$ cat src/rtl/ptb_pkg.sv
// ----------------------------------------------------------------------------
// ptb_pkg
// shared constants and types of the periodic timer bank
// ----------------------------------------------------------------------------
`default_nettype none

package ptb_pkg;

  localparam int NUM_TIMERS_DEF  = 8;
  localparam int COUNT_WIDTH_DEF = 16;

  localparam int KIND_W   = 3;
  localparam int INDEX_W  = 3;
  localparam int PERIOD_W = 16;
  localparam int MASK_W   = 8;

  // operation codes
  localparam logic [KIND_W-1:0] KIND_TICK       = 3'd0;
  localparam logic [KIND_W-1:0] KIND_CREATE     = 3'd1;
  localparam logic [KIND_W-1:0] KIND_SET_PERIOD = 3'd2;
  localparam logic [KIND_W-1:0] KIND_RESTART    = 3'd3;
  localparam logic [KIND_W-1:0] KIND_STOP       = 3'd4;
  localparam logic [KIND_W-1:0] KIND_COLLECT    = 3'd5;

  // controller to datapath commands
  typedef struct packed {
    logic load;      // capture the operation fields
    logic rd_sweep;  // read entry at the sweep address for a tick
    logic rd_op;     // read the addressed entry for a restart
    logic apply;     // apply create, set period or stop
    logic report;    // register the masks, clear ready on collect
  } ptb_cmd_t;

endpackage

`default_nettype wire

$ cat src/rtl/ptb_ctrl.sv
// ----------------------------------------------------------------------------
// ptb_ctrl
// sequencer of the timer bank: accepts items and steps the datapath
// ----------------------------------------------------------------------------
`default_nettype none

module ptb_ctrl #(
  parameter int NUM_TIMERS = ptb_pkg::NUM_TIMERS_DEF,
  parameter int IDX_W      = 1
) (
  input  wire logic                        clk,
  input  wire logic                        rst,
  input  wire logic                        start,
  input  wire logic [ptb_pkg::KIND_W-1:0]  kind,
  output logic                             busy,
  output logic                             done,
  output ptb_pkg::ptb_cmd_t                cmd,
  output logic [IDX_W-1:0]                 sweep_addr
);

  localparam logic [2:0] S_IDLE    = 3'd0;
  localparam logic [2:0] S_TICK    = 3'd1;
  localparam logic [2:0] S_RESTART = 3'd2;
  localparam logic [2:0] S_APPLY   = 3'd3;
  localparam logic [2:0] S_FLUSH   = 3'd4;
  localparam logic [2:0] S_REPORT  = 3'd5;

  localparam logic [IDX_W-1:0] LAST_ADDR = IDX_W'(NUM_TIMERS - 1);

  logic [2:0]       state;
  logic [2:0]       state_next;
  logic [IDX_W-1:0] sweep_addr_next;
  logic             done_next;

  assign busy = (state != S_IDLE);

  always_comb begin
    state_next      = state;
    sweep_addr_next = sweep_addr;
    done_next       = 1'b0;
    cmd             = '0;
    case (state)
      S_IDLE: begin
        sweep_addr_next = '0;
        if (start) begin
          cmd.load = 1'b1;
          if (kind == ptb_pkg::KIND_TICK) begin
            state_next = S_TICK;
          end else if (kind == ptb_pkg::KIND_RESTART) begin
            state_next = S_RESTART;
          end else begin
            state_next = S_APPLY;
          end
        end
      end
      S_TICK: begin
        cmd.rd_sweep = 1'b1;
        if (sweep_addr == LAST_ADDR) begin
          state_next = S_FLUSH;
        end else begin
          sweep_addr_next = sweep_addr + 1'b1;
        end
      end
      S_RESTART: begin
        cmd.rd_op  = 1'b1;
        state_next = S_FLUSH;
      end
      S_APPLY: begin
        cmd.apply  = 1'b1;
        state_next = S_REPORT;
      end
      S_FLUSH: begin
        state_next = S_REPORT;
      end
      S_REPORT: begin
        cmd.report = 1'b1;
        done_next  = 1'b1;
        state_next = S_IDLE;
      end
      default: begin
        state_next = S_IDLE;
      end
    endcase
  end

  always_ff @(posedge clk) begin
    if (rst) begin
      state      <= S_IDLE;
      sweep_addr <= '0;
      done       <= 1'b0;
    end else begin
      state      <= state_next;
      sweep_addr <= sweep_addr_next;
      done       <= done_next;
    end
  end

endmodule

`default_nettype wire

$ cat src/rtl/ptb_datapath.sv
// ----------------------------------------------------------------------------
// ptb_datapath
// timer storage, per-entry update unit and result registers
// ----------------------------------------------------------------------------
`default_nettype none

module ptb_datapath #(
  parameter int NUM_TIMERS  = ptb_pkg::NUM_TIMERS_DEF,
  parameter int COUNT_WIDTH = ptb_pkg::COUNT_WIDTH_DEF,
  parameter int IDX_W       = 1
) (
  input  wire logic                          clk,
  input  wire logic                          rst,
  input  wire ptb_pkg::ptb_cmd_t             cmd,
  input  wire logic [IDX_W-1:0]              sweep_addr,
  input  wire logic [ptb_pkg::KIND_W-1:0]    kind,
  input  wire logic [ptb_pkg::INDEX_W-1:0]   timer_index,
  input  wire logic [ptb_pkg::PERIOD_W-1:0]  period_value,
  output logic [ptb_pkg::MASK_W-1:0]         running_mask,
  output logic [ptb_pkg::MASK_W-1:0]         ready_mask
);

  // captured operation
  logic [ptb_pkg::KIND_W-1:0] op_kind;
  logic [IDX_W-1:0]           op_addr;
  logic                       op_hit;
  logic [COUNT_WIDTH-1:0]     op_period;

  logic [IDX_W+ptb_pkg::INDEX_W-1:0]        idx_ext;
  logic [COUNT_WIDTH+ptb_pkg::PERIOD_W-1:0] per_ext;

  // per-timer flags; running means the tick sweep counts it down, per_ok means period written
  logic [NUM_TIMERS-1:0] running;
  logic [NUM_TIMERS-1:0] ready;
  logic [NUM_TIMERS-1:0] per_ok;

  // count and period stores
  logic [COUNT_WIDTH-1:0] count_mem  [NUM_TIMERS];
  logic [COUNT_WIDTH-1:0] period_mem [NUM_TIMERS];

  // read stage
  logic [IDX_W-1:0]       rd_addr;
  logic [COUNT_WIDTH-1:0] rd_count;
  logic [COUNT_WIDTH-1:0] rd_period;
  logic [IDX_W-1:0]       pr_addr;
  logic                   pr_tick;
  logic                   pend;

  // update stage
  logic [COUNT_WIDTH-1:0] dec;
  logic [COUNT_WIDTH-1:0] per_eff;
  logic [COUNT_WIDTH-1:0] new_count;
  logic                   fire;

  assign idx_ext = {{IDX_W{1'b0}}, timer_index};
  assign per_ext = {{COUNT_WIDTH{1'b0}}, period_value};

  always_ff @(posedge clk) begin
    if (cmd.load) begin
      op_kind   <= kind;
      op_addr   <= idx_ext[IDX_W-1:0];
      op_hit    <= (32'(timer_index) < NUM_TIMERS);
      op_period <= per_ext[COUNT_WIDTH-1:0];
    end
  end

  assign rd_addr = cmd.rd_op ? op_addr : sweep_addr;

  always_ff @(posedge clk) begin
    rd_count  <= count_mem[rd_addr];
    rd_period <= period_mem[rd_addr];
    pr_addr   <= rd_addr;
    pr_tick   <= cmd.rd_sweep;
  end

  always_ff @(posedge clk) begin
    if (rst) begin
      pend <= 1'b0;
    end else begin
      pend <= (cmd.rd_sweep & running[rd_addr]) | (cmd.rd_op & op_hit);
    end
  end

  // a timer with an unwritten period reloads as zero
  assign per_eff = per_ok[pr_addr] ? rd_period : '0;
  assign dec     = rd_count - 1'b1;
  assign fire    = pr_tick && (dec == '0);

  always_comb begin
    if (!pr_tick || fire) begin
      new_count = per_eff;
    end else begin
      new_count = dec;
    end
  end

  always_ff @(posedge clk) begin
    if (pend) begin
      count_mem[pr_addr] <= new_count;
    end
  end

  always_ff @(posedge clk) begin
    if (cmd.apply && op_hit &&
        (op_kind == ptb_pkg::KIND_CREATE || op_kind == ptb_pkg::KIND_SET_PERIOD)) begin
      period_mem[op_addr] <= op_period;
    end
  end

  always_ff @(posedge clk) begin
    if (rst) begin
      running <= '0;
      ready   <= '0;
      per_ok  <= '0;
    end else begin
      if (pend) begin
        running[pr_addr] <= (new_count != '0);
        if (fire) begin
          ready[pr_addr] <= 1'b1;
        end
      end
      if (cmd.apply && op_hit) begin
        case (op_kind)
          ptb_pkg::KIND_CREATE: begin
            running[op_addr] <= 1'b0;
            ready[op_addr]   <= 1'b0;
            per_ok[op_addr]  <= 1'b1;
          end
          ptb_pkg::KIND_SET_PERIOD: begin
            per_ok[op_addr] <= 1'b1;
          end
          ptb_pkg::KIND_STOP: begin
            running[op_addr] <= 1'b0;
          end
          default: begin
          end
        endcase
      end
      if (cmd.report && op_kind == ptb_pkg::KIND_COLLECT) begin
        ready <= '0;
      end
    end
  end

  // only timers 0 to 7 show in the masks
  logic [ptb_pkg::MASK_W-1:0] run_view;
  logic [ptb_pkg::MASK_W-1:0] rdy_view;

  for (genvar g = 0; g < ptb_pkg::MASK_W; g++) begin : g_mask
    if (g < NUM_TIMERS) begin : g_on
      assign run_view[g] = running[g];
      assign rdy_view[g] = ready[g];
    end else begin : g_off
      assign run_view[g] = 1'b0;
      assign rdy_view[g] = 1'b0;
    end
  end

  always_ff @(posedge clk) begin
    if (cmd.report) begin
      running_mask <= run_view;
      ready_mask   <= rdy_view;
    end
  end

endmodule

`default_nettype wire

$ cat src/rtl/periodic_timer_bank_unit.sv
// ----------------------------------------------------------------------------
// periodic_timer_bank_unit
// bank of periodic countdown timers driven by one operation per item
// ----------------------------------------------------------------------------
// An item is taken when start is high and busy is low. Each item produces one
// result: done is high for exactly one cycle with running_mask and ready_mask
// valid in that cycle, and the receiver cannot stall it. A tick keeps busy
// high while the update unit visits every timer, one per cycle, through the
// single read port of the count and period stores, then while it finishes the
// last entry and registers the masks. A restart passes through a store read,
// a count write and a report, every other kind through an apply and a report.
// The result appears in the cycle after busy falls, and the next item may be
// taken in that same cycle.
// ----------------------------------------------------------------------------
`default_nettype none

module periodic_timer_bank_unit #(
  parameter int NUM_TIMERS  = ptb_pkg::NUM_TIMERS_DEF,
  parameter int COUNT_WIDTH = ptb_pkg::COUNT_WIDTH_DEF
) (
  input  wire logic                          clk,
  input  wire logic                          rst,
  // item side
  input  wire logic                          start,
  output logic                               busy,
  input  wire logic [ptb_pkg::KIND_W-1:0]    kind,
  input  wire logic [ptb_pkg::INDEX_W-1:0]   timer_index,
  input  wire logic [ptb_pkg::PERIOD_W-1:0]  period_value,
  // result side
  output logic                               done,
  output logic [ptb_pkg::MASK_W-1:0]         running_mask,
  output logic [ptb_pkg::MASK_W-1:0]         ready_mask
);

  // address width of the timer stores, at least one bit
  localparam int IDX_W = (NUM_TIMERS > 1) ? $clog2(NUM_TIMERS) : 1;

  ptb_pkg::ptb_cmd_t cmd;         // sequencer commands to the datapath
  logic [IDX_W-1:0]  sweep_addr;  // timer visited during a tick

  // sequencer: idle, tick sweep, restart read, apply, flush, report
  ptb_ctrl #(
    .NUM_TIMERS (NUM_TIMERS),
    .IDX_W      (IDX_W)
  ) u_ctrl (
    .clk        (clk),
    .rst        (rst),
    .start      (start),
    .kind       (kind),
    .busy       (busy),
    .done       (done),
    .cmd        (cmd),
    .sweep_addr (sweep_addr)
  );

  // stores, update unit and mask registers
  ptb_datapath #(
    .NUM_TIMERS  (NUM_TIMERS),
    .COUNT_WIDTH (COUNT_WIDTH),
    .IDX_W       (IDX_W)
  ) u_datapath (
    .clk          (clk),
    .rst          (rst),
    .cmd          (cmd),
    .sweep_addr   (sweep_addr),
    .kind         (kind),
    .timer_index  (timer_index),
    .period_value (period_value),
    .running_mask (running_mask),
    .ready_mask   (ready_mask)
  );

endmodule

`default_nettype wire

$ cat config.mk
export PLATFORM = sky130hd
export DESIGN_NAME = periodic_timer_bank_unit
export DESIGN_NICKNAME = d
export VERILOG_FILES = /design/src/rtl/ptb_pkg.sv /design/src/rtl/ptb_ctrl.sv /design/src/rtl/ptb_datapath.sv /design/src/rtl/periodic_timer_bank_unit.sv
export SDC_FILE = /design/constraint.sdc
export NUM_CORES = 1
export LEC_CHECK = 0
export ABC_AREA = 1
export BUFFER_PORTS_ARGS = -buffer_cell sky130_fd_sc_hd__buf_4
export CORE_UTILIZATION = 40
export CTS_BUF_LIST = sky130_fd_sc_hd__clkbuf_4 sky130_fd_sc_hd__clkbuf_8 sky130_fd_sc_hd__clkbuf_16
export DETAILED_ROUTE_END_ITERATION = 10
export PLACE_DENSITY = 0.63
export SYNTH_ARGS = -nofsm -noshare
export SYNTH_HDL_FRONTEND = slang
export SYNTH_SLANG_ARGS = --single-unit
export TNS_END_PERCENT = 20
$ cat constraint.sdc
create_clock -name clk -period 3.2 [get_ports clk]
set_clock_uncertainty 0.15 [all_clocks]
set_input_delay 0.48 -clock clk [delete_from_list [all_inputs] [get_ports clk]]
set_output_delay 0.48 -clock clk [all_outputs]
set_load 0.02 [all_outputs]
* After elaboration in Yosys (flattened, before gate mapping)
Memories as Yosys holds them, arrays and structs flattened. A register that Yosys moved wholly into a read port is not among the register bits. Index checks and enable logic that the tools add are counted.
Operators by class: bitwise gates (word level) 7, add/sub/neg operators 2, eq/ne operators 14, reduce and logical (&&, ||, !) cells 21, magnitude comparators 5, multiplexer cells 38
Operator list (count):
- 8-bit two-way mux | 9
- 16-bit two-way mux | 2
- 8-bit bitwise AND | 2
- 16-bit zero test | 1
- 8-bit bitwise OR | 2
- 16-bit nonzero test | 1
- 16-bit by 1-bit subtractor with 16-bit output, second input constant | 1
- 3-bit equality test, second input constant | 5
- 1-bit two-way mux | 15
- 3-bit by 2-bit equality test with 1-bit output, second input constant | 4
- 3-bit by 4-bit < comparator with 1-bit output, second input constant | 3
- 3-bit two-way mux | 4
- 3-bit one-hot mux with 4 select lines | 1
- 8-bit bitwise mux | 1
- 8-bit NOT | 1
- 2-bit OR reduction | 4
- 1-bit binary-select mux with 3-bit select | 2
- 1-bit demux with 3-bit select | 2
- 3-bit by 1-bit equality test with 1-bit output, second input constant | 2
- 3-bit by 1-bit >= comparator with 1-bit output, second input constant | 2
- 3-bit zero test | 2
- 3-bit one-hot mux with 2 select lines | 1
- 2-bit AND reduction | 3
- 1-bit logical AND | 5
- other kinds (10) | 12
Storage, ports and cells: register bits after elaboration 74, memories kept 2, memory bits (writable) 256, logic and storage cells 103, output and inout port bits 18, input bits 25
Memory list:
- u_datapath.count_mem | words 8, width 16, read ports 1, clocked after memory_dff 1, wr ports 1, line ptb_datapath.sv:38 | logic [COUNT_WIDTH-1:0] count_mem [NUM_TIMERS];
- u_datapath.period_mem | words 8, width 16, read ports 1, clocked after memory_dff 1, wr ports 1, line ptb_datapath.sv:39 | logic [COUNT_WIDTH-1:0] period_mem [NUM_TIMERS];

* Depth between registers and ports, before layout
Gate-level depths: netlist of the first run.
depth in word-level cells 12, gate-level depth with buffers 20, depth with buffers taken out 19

* Hierarchy
Synthesis of the first run repeated with hierarchy kept, for this count alone.
Unflattened totals: cell total of the unflattened synthesis 1281, area total of the unflattened synthesis 14500.2 um2
Modules (own cells, without submodules):
- ptb_datapath | cells each 1224, area an instance 14068.5 um2, instances 1
- ptb_ctrl | cells each 57, area an instance 431.7 um2, instances 1

* Worst setup path after synthesis of the first run
No wires, ideal clock.
path type reg-to-reg, from reg u_ctrl.state[0], to mem u_datapath.period_mem[0][0] (netlist bit) (enable), setup time 0.390 ns, path buffers 0, data required time 2.660 ns, data arrival time 2.075 ns, cell stages (with the launch flop) 7, slack 0.585 ns, cell sequence dfxtp_1 > inv_1 > nor3_1 > clkinv_1 > nor2_1 > nand3b_1 > nor2_1
On the way: longest elaborated chain between the ends 5
RTL lines:
- start, declared | line ptb_ctrl.sv:30 | logic [2:0] state;
- start signal, assigned | line ptb_ctrl.sv:92 | state <= state_next;
- 3-bit by 2-bit equality test with 1-bit output | line ptb_ctrl.sv:42 | case (state)
- 1-bit two-way mux | line ptb_ctrl.sv:42
- 1-bit logical AND | line ptb_datapath.sv:104 | if (cmd.apply && op_hit &&
- 1-bit two-way mux | line ptb_datapath.sv:104
- 1-bit two-way mux (not written as such) | line ptb_datapath.sv:106 | period_mem[op_addr] <= op_period;
- end, declared | line ptb_datapath.sv:39
No other way between the ends.

* Worst setup path in the final report of the first run
from reg u_datapath.rd_count[0] (read register of u_datapath.count_mem), to reg u_datapath.running[2], in the netlist u_datapath.run_view[2]
On the way: longest elaborated chain between the ends 12
RTL lines:
- start, declared | line ptb_datapath.sv:43 | logic [COUNT_WIDTH-1:0] rd_count;
- 16-bit by 1-bit subtractor with 16-bit output (*) | line ptb_datapath.sv:86 | assign dec = rd_count - 1'b1;
- 16-bit zero test | line ptb_datapath.sv:87 | assign fire = pr_tick && (dec == '0);
- 1-bit logical AND | line ptb_datapath.sv:87
- 1-bit logical OR | line ptb_datapath.sv:90 | if (!pr_tick || fire) begin
- 16-bit two-way mux (*) | line ptb_datapath.sv:90
- via u_datapath.new_count[10] | line ptb_datapath.sv:52 | logic [COUNT_WIDTH-1:0] new_count;
- 16-bit nonzero test (*) | line ptb_datapath.sv:117 | running[pr_addr] <= (new_count != '0);
- 8-bit bitwise mux (*) | line ptb_datapath.sv:117
- 8-bit two-way mux (*) | line ptb_datapath.sv:116 | if (pend) begin
- 8-bit two-way mux (*) | line ptb_datapath.sv:111 | if (rst) begin
- 8-bit bitwise AND (no line)
- 8-bit two-way mux
- 8-bit two-way mux (*) | line ptb_datapath.sv:122 | if (cmd.apply && op_hit) begin
- end signal, assigned by index | line ptb_datapath.sv:117
- end, declared | line ptb_datapath.sv:33 | logic [NUM_TIMERS-1:0] running;
The timed path passes the listed nets; every way through them passes the cells marked *. The select of a mux whose other input is x is not followed. A chain may end at the register's enable or synchronous reset.

==> reports/summary.log, run 1 <==
[worst_setup_path] Most common cell on crit path sky130_fd_sc_hd__nand2_1
[yosys] count of unique library cells instantiated by Yosys 38
[worst_setup_path] worst-case reg-to-reg path depth 17
[global_routing] number of global-route vias before repair 8809
[worst_setup_path] Critical-path top delay cell sky130_fd_sc_hd__dfxtp_1
[clocking] Bufs on Longest Clock Path 3
[place] Placed Cells incl. Taps 1674
[floorplan] top-level I/O count 43
[detailed_routing] post-DR vias/cell 5.21
[clocking] Skew-Pair Late Insertion Delay 0.54 ns
[hold_path] min-delay src rst
[floorplan] area of the die 36600 µm²
[worst_setup_path] Req. time, crit path 3.47 ns
[detailed_routing] DRT iter0 DRCs 693
[yosys] post-synth net total 1226
[yosys] Top FF cell, synth sky130_fd_sc_hd__edfxtp_1
[clocking] clock root cell sky130_fd_sc_hd__clkbuf_16
[worst_setup_path] Critical Path Fanout Max 17
[sta] Max-slew headroom 35.4%
[sta] setup repair after global routing missed its margin no
[layout] Antenna diodes 0
[run] maxcap violations 0
[global_routing] first-pass GRT wire length 49400 µm
[detailed_routing] drt pass-1 iters 5
[outcome] outcome complete, no violations
[clocking] CTS Sinks 362
[worst_setup_path] largest stage delay on the critical path 0.32 ns
[power_and_ir_drop] Leakage Power 6.14 nW
[sta] portion of the clock cycle consumed by the worst path in the final layout 92.2%
[yosys] Yosys reg bits 362
[yosys] Synth Instances 1197
[clocking] total setup buffers inserted after CTS 0
[clocking] TritonCTS clock tree built
[sta] count of pins over their slew limit 0
[floorplan] Core Area 34900 µm²
[yosys] netlist area before placement 14300 µm²
[layout] number of standard cells in the final layout excluding fillers 1767
[hold_path] type of the most critical hold path in2reg
[power_and_ir_drop] worst-case vdd ir drop 0.000678 V
[sta] setup violators final 0
[place] final weighted congestion of routability-driven global placement 0.895
[detailed_routing] routed length per placed instance 18.1 µm
[floorplan] Core Rows 68
[worst_setup_path] cell-by-cell listing of the critical path inv_2 -> ha_2 -> nand3_1 -> o21ai_0 -> nor2_1 -> nand2_1 -> nor2_4 -> nand3_4 -> nand2_8 -> nand2_1 -> nand2_1 -> nor2_1 -> nand2_1 -> nor2_4 -> nand3_1 -> nand2_1 -> inv_1
[worst_setup_path] critical path capture point type flop
[layout] most frequent standard cell in the layout excluding fill and tap cells sky130_fd_sc_hd__edfxtp_1
[place] IO Port Bufs 42
[detailed_routing] via count 9200
[worst_setup_path] source of the worst register-to-register timing path u_datapath.rd_count[0]
[sta] Hold Vio Cnt, Final 0
[floorplan] starting density of the core 41.0%
[floorplan] die boundary height 191 µm
[worst_setup_path] R2R Setup Slk 0.25 ns
[worst_setup_path] CP arrival 3.22 ns
[global_routing] global router's overall resource usage 17.6%
[yosys] Seq/Total Area, Yosys 71.2%
[yosys] Yosys warning count 0
[sta] Period minus WS final 2.95 ns
[yosys] share of synthesized flip-flops with an asynchronous set or reset 0%
[place] DPL Wire Length 18400 µm
[layout] utilization after layout 49.0%
[detailed_routing] residual DRC count 0
[layout] most used cells in the layout excluding fill and tap cells sky130_fd_sc_hd__edfxtp_1 (294), sky130_fd_sc_hd__nor2_1 (162), sky130_fd_sc_hd__o21ai_0 (132)
[hold_path] sink of the worst hold path u_datapath.pend
[sta] setup TNS 0 ns
[hold_path] Worst Hold Depth 2
[clocking] clock transition time at the flip-flop clock pins of the worst setup and hold paths 0.06 ns
[layout] number of nets at the end of the flow 1311
[floorplan] width of the die 191 µm
[detailed_routing] Detail Route Antenna Nets 0
[sta] transition at the pin with the smallest max-transition slack 0.968 ns
[layout] post-synthesis to final-layout area growth 19.4%
[worst_setup_path] type of element launching the critical path flop
[worst_setup_path] Critical R2R Capture u_datapath.run_view[2]
[detailed_routing] WL final 32000 µm
[yosys] proportion of netlist area held by the largest area contributor 61.7%
[layout] layout cells sized above 1 15.1%
[yosys] cell type with the largest total area after synthesis sky130_fd_sc_hd__edfxtp_1
[global_routing] largest net degree at the start of global routing 134
[power_and_ir_drop] power consumption 14.8 mW
[worst_setup_path] Setup Crit Path Kind reg2reg
[power_and_ir_drop] power density normalized to cell area 866 nW/µm²
[clocking] H-tree levels 2
[clocking] number of buffers added by the clock tree synthesis step 38
[global_routing] number of antenna violations at the first check in global routing 0
[yosys] biggest area contributors in the synthesized netlist sky130_fd_sc_hd__edfxtp_1 (62%), sky130_fd_sc_hd__dfxtp_1 (9.5%), sky130_fd_sc_hd__o21ai_0 (4.7%), sky130_fd_sc_hd__nor2_1 (4.6%), sky130_fd_sc_hd__o21bai_1 (3.4%)
[yosys] Post-synth EDFFs 294
[yosys] post-synthesis average cell area 12.0 µm²
[global_routing] remaining global-route overflow 0
[sta] Max Fclk 0.339 GHz
==> report_power, final <==
group	total [mW]	switching, mW	internal [mW]
clock	4.58	1.79	2.79
sequential	6.27	0.397	5.87
combinational	3.96	2.61	1.34
total	14.8	4.80	10.0
==> what timing repair did <==
action,4_1_cts,5_1_grt
hold endpoints to repair,22,0
endpoints found under the setup margin,0,8
hold buffers,22,0
gates resized for setup,0,11
==> stage by stage <==
| stage | cell area, µm² | hold WS (ns) | setup WS, ns |
|---|---|---|---|
| floorplan | 14300 | 0.258 | 0.585 |
| global placement | 15500 | 0.274 | 0.252 |
| detailed placement | 15500 | 0.272 | 0.114 |
| CTS | 17000 | 0.0588 | 0.102 |
| global route | 17100 | 0.0809 | 0.0228 |
| finish | 17100 | 0.0699 | 0.251 |
==> how the worst max path moves through the flow <==
stage | from | end | slack, ns
floorplan | u_ctrl.state[0] | u_datapath.period_mem[0][0] | 0.58
global placement | u_datapath.rd_count[0] | u_datapath.run_view[2] | 0.25
CTS | u_datapath.rd_count[0] | u_datapath.run_view[2] | 0.10
finish | u_datapath.rd_count[0] | u_datapath.run_view[2] | 0.25
global route | u_datapath.rd_count[0] | u_datapath.run_view[3] | 0.02
detailed placement | u_datapath.rd_count[0] | u_datapath.run_view[2] | 0.11
==> per-layer routing <==
layer / part of all wire, % / vias up / global-route usage [%] / wire length, µm
li1: - / 4449 / - / -
met1: 46 / 4485 / 24.0 / 14900
met2: 48 / 217 / 29.5 / 15300
met3: 3.9 / 49 / 2.46 / 1250
met4: 1.7 / 0 / 4.58 / 551
met5: 0 / - / 0 / 0
==> worst max-delay path, delay by kind of cell, from the launching register on <==
kind	cells	cell delay (ns)
AND/OR/NAND/NOR	13	1.63
flip-flops	1	0.32
AO/OA/AOI/OAI	1	0.32
adder cells (fa/ha/maj)	1	0.25
buffers and inverters	2	0.17
==> flip-flops by register name, indices dropped and copies added (netlist names) <==
signal                   cells
u_datapath.count_mem       128
u_datapath.period_mem      128
u_datapath.op_period        16
u_datapath.rd_count         16
u_datapath.rd_period        16
u_datapath.per_ok            8
u_datapath.rdy_view          8
u_datapath.ready_mask        8
u_datapath.run_view          8
u_datapath.running_mask      8
u_ctrl.state                 3
u_ctrl.sweep_addr            3
u_datapath.op_addr           3
u_datapath.op_kind           3
u_datapath.pr_addr           3
u_ctrl.done                  1
u_datapath.pend              1
u_datapath.pr_tick           1
==> Yosys cell counts (9+ instances only) <==
cell type                    n
sky130_fd_sc_hd__edfxtp_1  294
sky130_fd_sc_hd__nor2_1    175
sky130_fd_sc_hd__o21ai_0   134
sky130_fd_sc_hd__nand2_1   101
sky130_fd_sc_hd__inv_1      86
sky130_fd_sc_hd__dfxtp_1    68
sky130_fd_sc_hd__o21bai_1   65
sky130_fd_sc_hd__clkbuf_1   50
sky130_fd_sc_hd__o22ai_1    34
sky130_fd_sc_hd__a31oi_1    33
sky130_fd_sc_hd__nand3_1    32
sky130_fd_sc_hd__nor3_1     22
sky130_fd_sc_hd__o21ai_1    16
sky130_fd_sc_hd__a21oi_1    15
sky130_fd_sc_hd__o21a_1     15
sky130_fd_sc_hd__nor2_2      9
==> kinds of logic (layout without fill, tap and decap cells) <==
kind of cell               after synthesis  after routing  synth area share, %
and+or+nand+nor                        361            362                 10.9
AOI/OAI and AO/OA                      320            320                 13.3
DFF                                    362            362                 71.2
buffers and inverters                  147            261                 4.00
xor gates and xnor gates                 3              3                0.236
adders and majority gates                4              4                0.350
==> layout make-up <==
type | instances | area (µm²)
Fill cell | 3022 | 17800
Clock buffer | 56 | 1120
Tap cell | 455 | 569
Clock inverter | 14 | 216
Timing Repair Buffer | 101 | 976
Sequential cell | 362 | 10200
Inverter | 90 | 339
Multi-Input combinational cell | 689 | 3680
(Power assumes the default switching activity.)
==> run 2, diff against run 1 <==
--- a/config.mk
+++ b/config.mk
@@ -13,5 +13,6 @@
 export PLACE_DENSITY = 0.63
 export SYNTH_ARGS = -nofsm -noshare
 export SYNTH_HDL_FRONTEND = slang
+export SYNTH_HIERARCHICAL = 1
 export SYNTH_SLANG_ARGS = --single-unit
 export TNS_END_PERCENT = 20
==> reports/summary.log, run 2 <==
[sta] portion of the clock cycle consumed by the worst path in the final layout 88.4%
[place] Placed Cells incl. Taps 1766
[floorplan] Core Area 35700 µm²
[worst_setup_path] Critical R2R Capture u_datapath/run_view[2]
[clocking] clock transition time at the flip-flop clock pins of the worst setup and hold paths 0.06 ns
[global_routing] remaining global-route overflow 0
[hold_path] type of the most critical hold path in2reg
[detailed_routing] via count 9478
[floorplan] die boundary height 192 µm
[detailed_routing] WL final 31600 µm
[yosys] proportion of netlist area held by the largest area contributor 60.9%
[power_and_ir_drop] Leakage Power 6.17 nW
[global_routing] largest net degree at the start of global routing 95
[sta] count of pins over their slew limit 0
[sta] setup repair after global routing missed its margin no
[global_routing] global router's overall resource usage 17.3%
[detailed_routing] residual DRC count 0
[place] final weighted congestion of routability-driven global placement 0.877
[yosys] most common cell in the netlist sky130_fd_sc_hd__nor2_1
[worst_setup_path] Setup Crit Path Kind reg2reg
[floorplan] starting density of the core 40.7%
[yosys] count of unique library cells instantiated by Yosys 43
[layout] number of nets at the end of the flow 1396
[layout] number of standard cells in the final layout excluding fillers 1856
[run] maxcap violations 0
[place] IO Port Bufs 42
[power_and_ir_drop] power density normalized to cell area 817 nW/µm²
[yosys] Yosys warning count 6
[worst_setup_path] CP arrival 3.11 ns
[worst_setup_path] critical path capture point type flop
[yosys] post-synth net total 1310
[worst_setup_path] worst-case reg-to-reg path depth 19
[place] DPL Wire Length 18800 µm
[detailed_routing] Detail Route Antenna Nets 0
[sta] Period minus WS final 2.83 ns
[worst_setup_path] Critical Path Fanout Max 17
[outcome] outcome complete, no violations
[worst_setup_path] type of element launching the critical path flop
[global_routing] first-pass GRT wire length 48900 µm
[layout] Antenna diodes 0
[sta] Hold Vio Cnt, Final 0
[clocking] CTS Sinks 362
[power_and_ir_drop] P_int 9.54 mW
[power_and_ir_drop] Switching Share 31.6%
[clocking] TritonCTS clock tree built
[clocking] Bufs on Longest Clock Path 3
[worst_setup_path] R2R Setup Slk 0.37 ns
[yosys] Post-synth EDFFs 294
[worst_setup_path] Worst setup startpoint u_datapath/rd_count[0]
[yosys] cell type with the largest total area after synthesis sky130_fd_sc_hd__edfxtp_1
[detailed_routing] drt pass-1 iters 5
[yosys] Synth Instances 1281
[floorplan] area of the die 37000 µm²
[yosys] share of synthesized flip-flops with an asynchronous set or reset 0%
[global_routing] number of antenna violations at the first check in global routing 0
[sta] transition at the pin with the smallest max-transition slack 0.935 ns
[yosys] biggest area contributors in the synthesized netlist sky130_fd_sc_hd__edfxtp_1 (61%), sky130_fd_sc_hd__dfxtp_1 (9.4%), sky130_fd_sc_hd__nor2_1 (8.2%), sky130_fd_sc_hd__o21ai_0 (4.8%), sky130_fd_sc_hd__nand2_1 (2.6%)
[layout] most used cells in the layout excluding fill and tap cells sky130_fd_sc_hd__nor2_1 (305), sky130_fd_sc_hd__edfxtp_1 (294), sky130_fd_sc_hd__o21ai_0 (136)
[layout] post-synthesis to final-layout area growth 17.7%
[yosys] netlist area before placement 14500 µm²
[clocking] H-tree levels 2
[power_and_ir_drop] power consumption 13.9 mW
[floorplan] Core Rows 69
[layout] most frequent standard cell in the layout excluding fill and tap cells sky130_fd_sc_hd__nor2_1
[floorplan] top-level I/O count 43
[sta] worst setup margin 0.372 ns
[detailed_routing] DRT iter0 DRCs 734
[power_and_ir_drop] switching pwr 4.41 mW
[sta] Max-slew headroom 37.6%
[yosys] Top FF cell, synth sky130_fd_sc_hd__edfxtp_1
[detailed_routing] post-DR vias/cell 5.11
[yosys] Seq/Total Area, Yosys 70.3%
[worst_setup_path] Req. time, crit path 3.48 ns
[power_and_ir_drop] relative contribution of the clock network to total power 31.8%
[sta] setup TNS 0 ns
[worst_setup_path] Critical Path End u_datapath/run_view[2]
[yosys] commonest cells in the netlist sky130_fd_sc_hd__nor2_1 (317), sky130_fd_sc_hd__edfxtp_1 (294), sky130_fd_sc_hd__o21ai_0 (138)
[clocking] Skew-Pair Late Insertion Delay 0.53 ns
[detailed_routing] routed length per placed instance 17.0 µm
[clocking] total setup buffers inserted after CTS 0
[yosys] Yosys reg bits 362
[layout] biggest regs u_datapath/count_mem (128), u_datapath/period_mem (128)
[sta] setup violators final 0
[clocking] clock root cell sky130_fd_sc_hd__clkbuf_16
[power_and_ir_drop] worst-case vdd ir drop 0.000520 V
[global_routing] number of global-route vias before repair 8853
[sta] Max Fclk 0.354 GHz
[layout] layout cells sized above 1 16.3%
[power_and_ir_drop] combinational share of power 25.2%
[clocking] number of buffers added by the clock tree synthesis step 38
[power_and_ir_drop] fraction of power consumed by sequential logic 43.1%
[worst_setup_path] source of the worst register-to-register timing path u_datapath/rd_count[0]
[yosys] post-synthesis average cell area 11.3 µm²
[floorplan] width of the die 192 µm
[place] setup slack at placement 0.214 ns
-- run 2: cell types whose count changed in the layout (fill, tap and decap cells not counted), sizes merged, moves of 4 or more --
cell and change:
nor2 +147, o21bai -65, nand2 +15, o21a -14
o21ai -7, a21oi -6, o32ai +6, nand3b +5
nor3 +5, buf +4
-- run 2: layout make-up --
cell class / count / area, µm²
clock buffers: 56 / 1120
flip-flops and latches: 362 / 10200
inverters: 87 / 342
repair buffers: 105 / 893
multi-input cells: 773 / 3800
well taps: 461 / 577
clock inverters: 12 / 158
fillers: 3179 / 18600
-- run 2: worst max-delay path: stages (launching register included) --
cell and delay (ns):
sky130_fd_sc_hd__dfxtp_1 0.32, sky130_fd_sc_hd__inv_2 0.12, sky130_fd_sc_hd__ha_4 0.19, sky130_fd_sc_hd__nand2_2 0.09
sky130_fd_sc_hd__nor2_1 0.16, sky130_fd_sc_hd__nand3b_1 0.10, sky130_fd_sc_hd__nand2_1 0.11, sky130_fd_sc_hd__inv_2 0.04
sky130_fd_sc_hd__nand2_2 0.06, sky130_fd_sc_hd__nor2_4 0.05, sky130_fd_sc_hd__nand2_4 0.19, sky130_fd_sc_hd__nand2_4 0.18
sky130_fd_sc_hd__nand2_1 0.10, sky130_fd_sc_hd__nand2_1 0.16, sky130_fd_sc_hd__nor2_1 0.14, sky130_fd_sc_hd__nand2_1 0.10
sky130_fd_sc_hd__nor2_4 0.22, sky130_fd_sc_hd__nand3_1 0.12, sky130_fd_sc_hd__nand2_1 0.08, sky130_fd_sc_hd__inv_1 0.04
-- run 2: worst min path at each step --
stage | from | endpoint | slack, ns | cells after the start
2_1_floorplan | u_datapath/run_view[3] | u_datapath/running_mask[3] | 0.26 | 0
3_3_place_gp | u_datapath/rdy_view[7] | u_datapath/ready_mask[7] | 0.27 | 0
3_5_place_dp | u_datapath/rdy_view[7] | u_datapath/ready_mask[7] | 0.28 | 0
4_1_cts | rst | u_ctrl/state[1] | 0.14 | 2
5_1_grt | rst | u_ctrl/state[1] | 0.18 | 2
6_report | rst | u_ctrl/state[1] | 0.16 | 2
-- run 2: metrics by stage --
stage | cell area (µm²) | hold WS [ns] | utilization, %
floorplan | 14500 | 0.258 | -
global placement | 15600 | 0.273 | 43.7
detailed placement | 15600 | 0.275 | 43.7
CTS | 17100 | 0.142 | 47.8
global route | 17100 | 0.176 | 47.9
finish | 17100 | 0.159 | 47.9
-- run 2: cells by family after synthesis --
| logic type | count (synthesis) | share of synthesized area (%) |
|---|---|---|
| XOR/XNOR | 1 | 0.0604 |
| AND/OR/NAND/NOR | 532 | 16.0 |
| adder cells (fa/ha/maj) | 4 | 0.345 |
| buffers and inverters | 146 | 4.11 |
| flip-flops | 362 | 70.3 |
| AO/OA/AOI/OAI | 236 | 9.18 |
-- run 2: power by group through the flow --
stage	Combinational, mW	Clock [mW]	Sequential (mW)
after global placement	3.40	0	6.10
after CTS	3.51	4.51	6.00
final	3.51	4.43	6.00
after global routing	3.91	4.69	6.05
after detailed placement	3.46	0	6.10
after floorplan	2.45	0	5.98
-- run 2: timing repair --
action | 4_1_cts | 5_1_grt
hold buffers | 22 | 0
setup endpoints to repair | 0 | 8
hold endpoints to repair | 22 | 0
gates resized for setup | 0 | 3
-- run 2: layer usage --
| metal | track usage [%] | wire, µm | share of wire (%) | up-vias |
|---|---|---|---|---|
| li1 | - | - | - | 4619 |
| met1 | 23.8 | 14200 | 45 | 4514 |
| met2 | 28.3 | 14800 | 47 | 290 |
| met3 | 2.82 | 1900 | 6.0 | 55 |
| met4 | 4.97 | 630 | 2.0 | 0 |
| met5 | 0 | 0 | 0 | - |
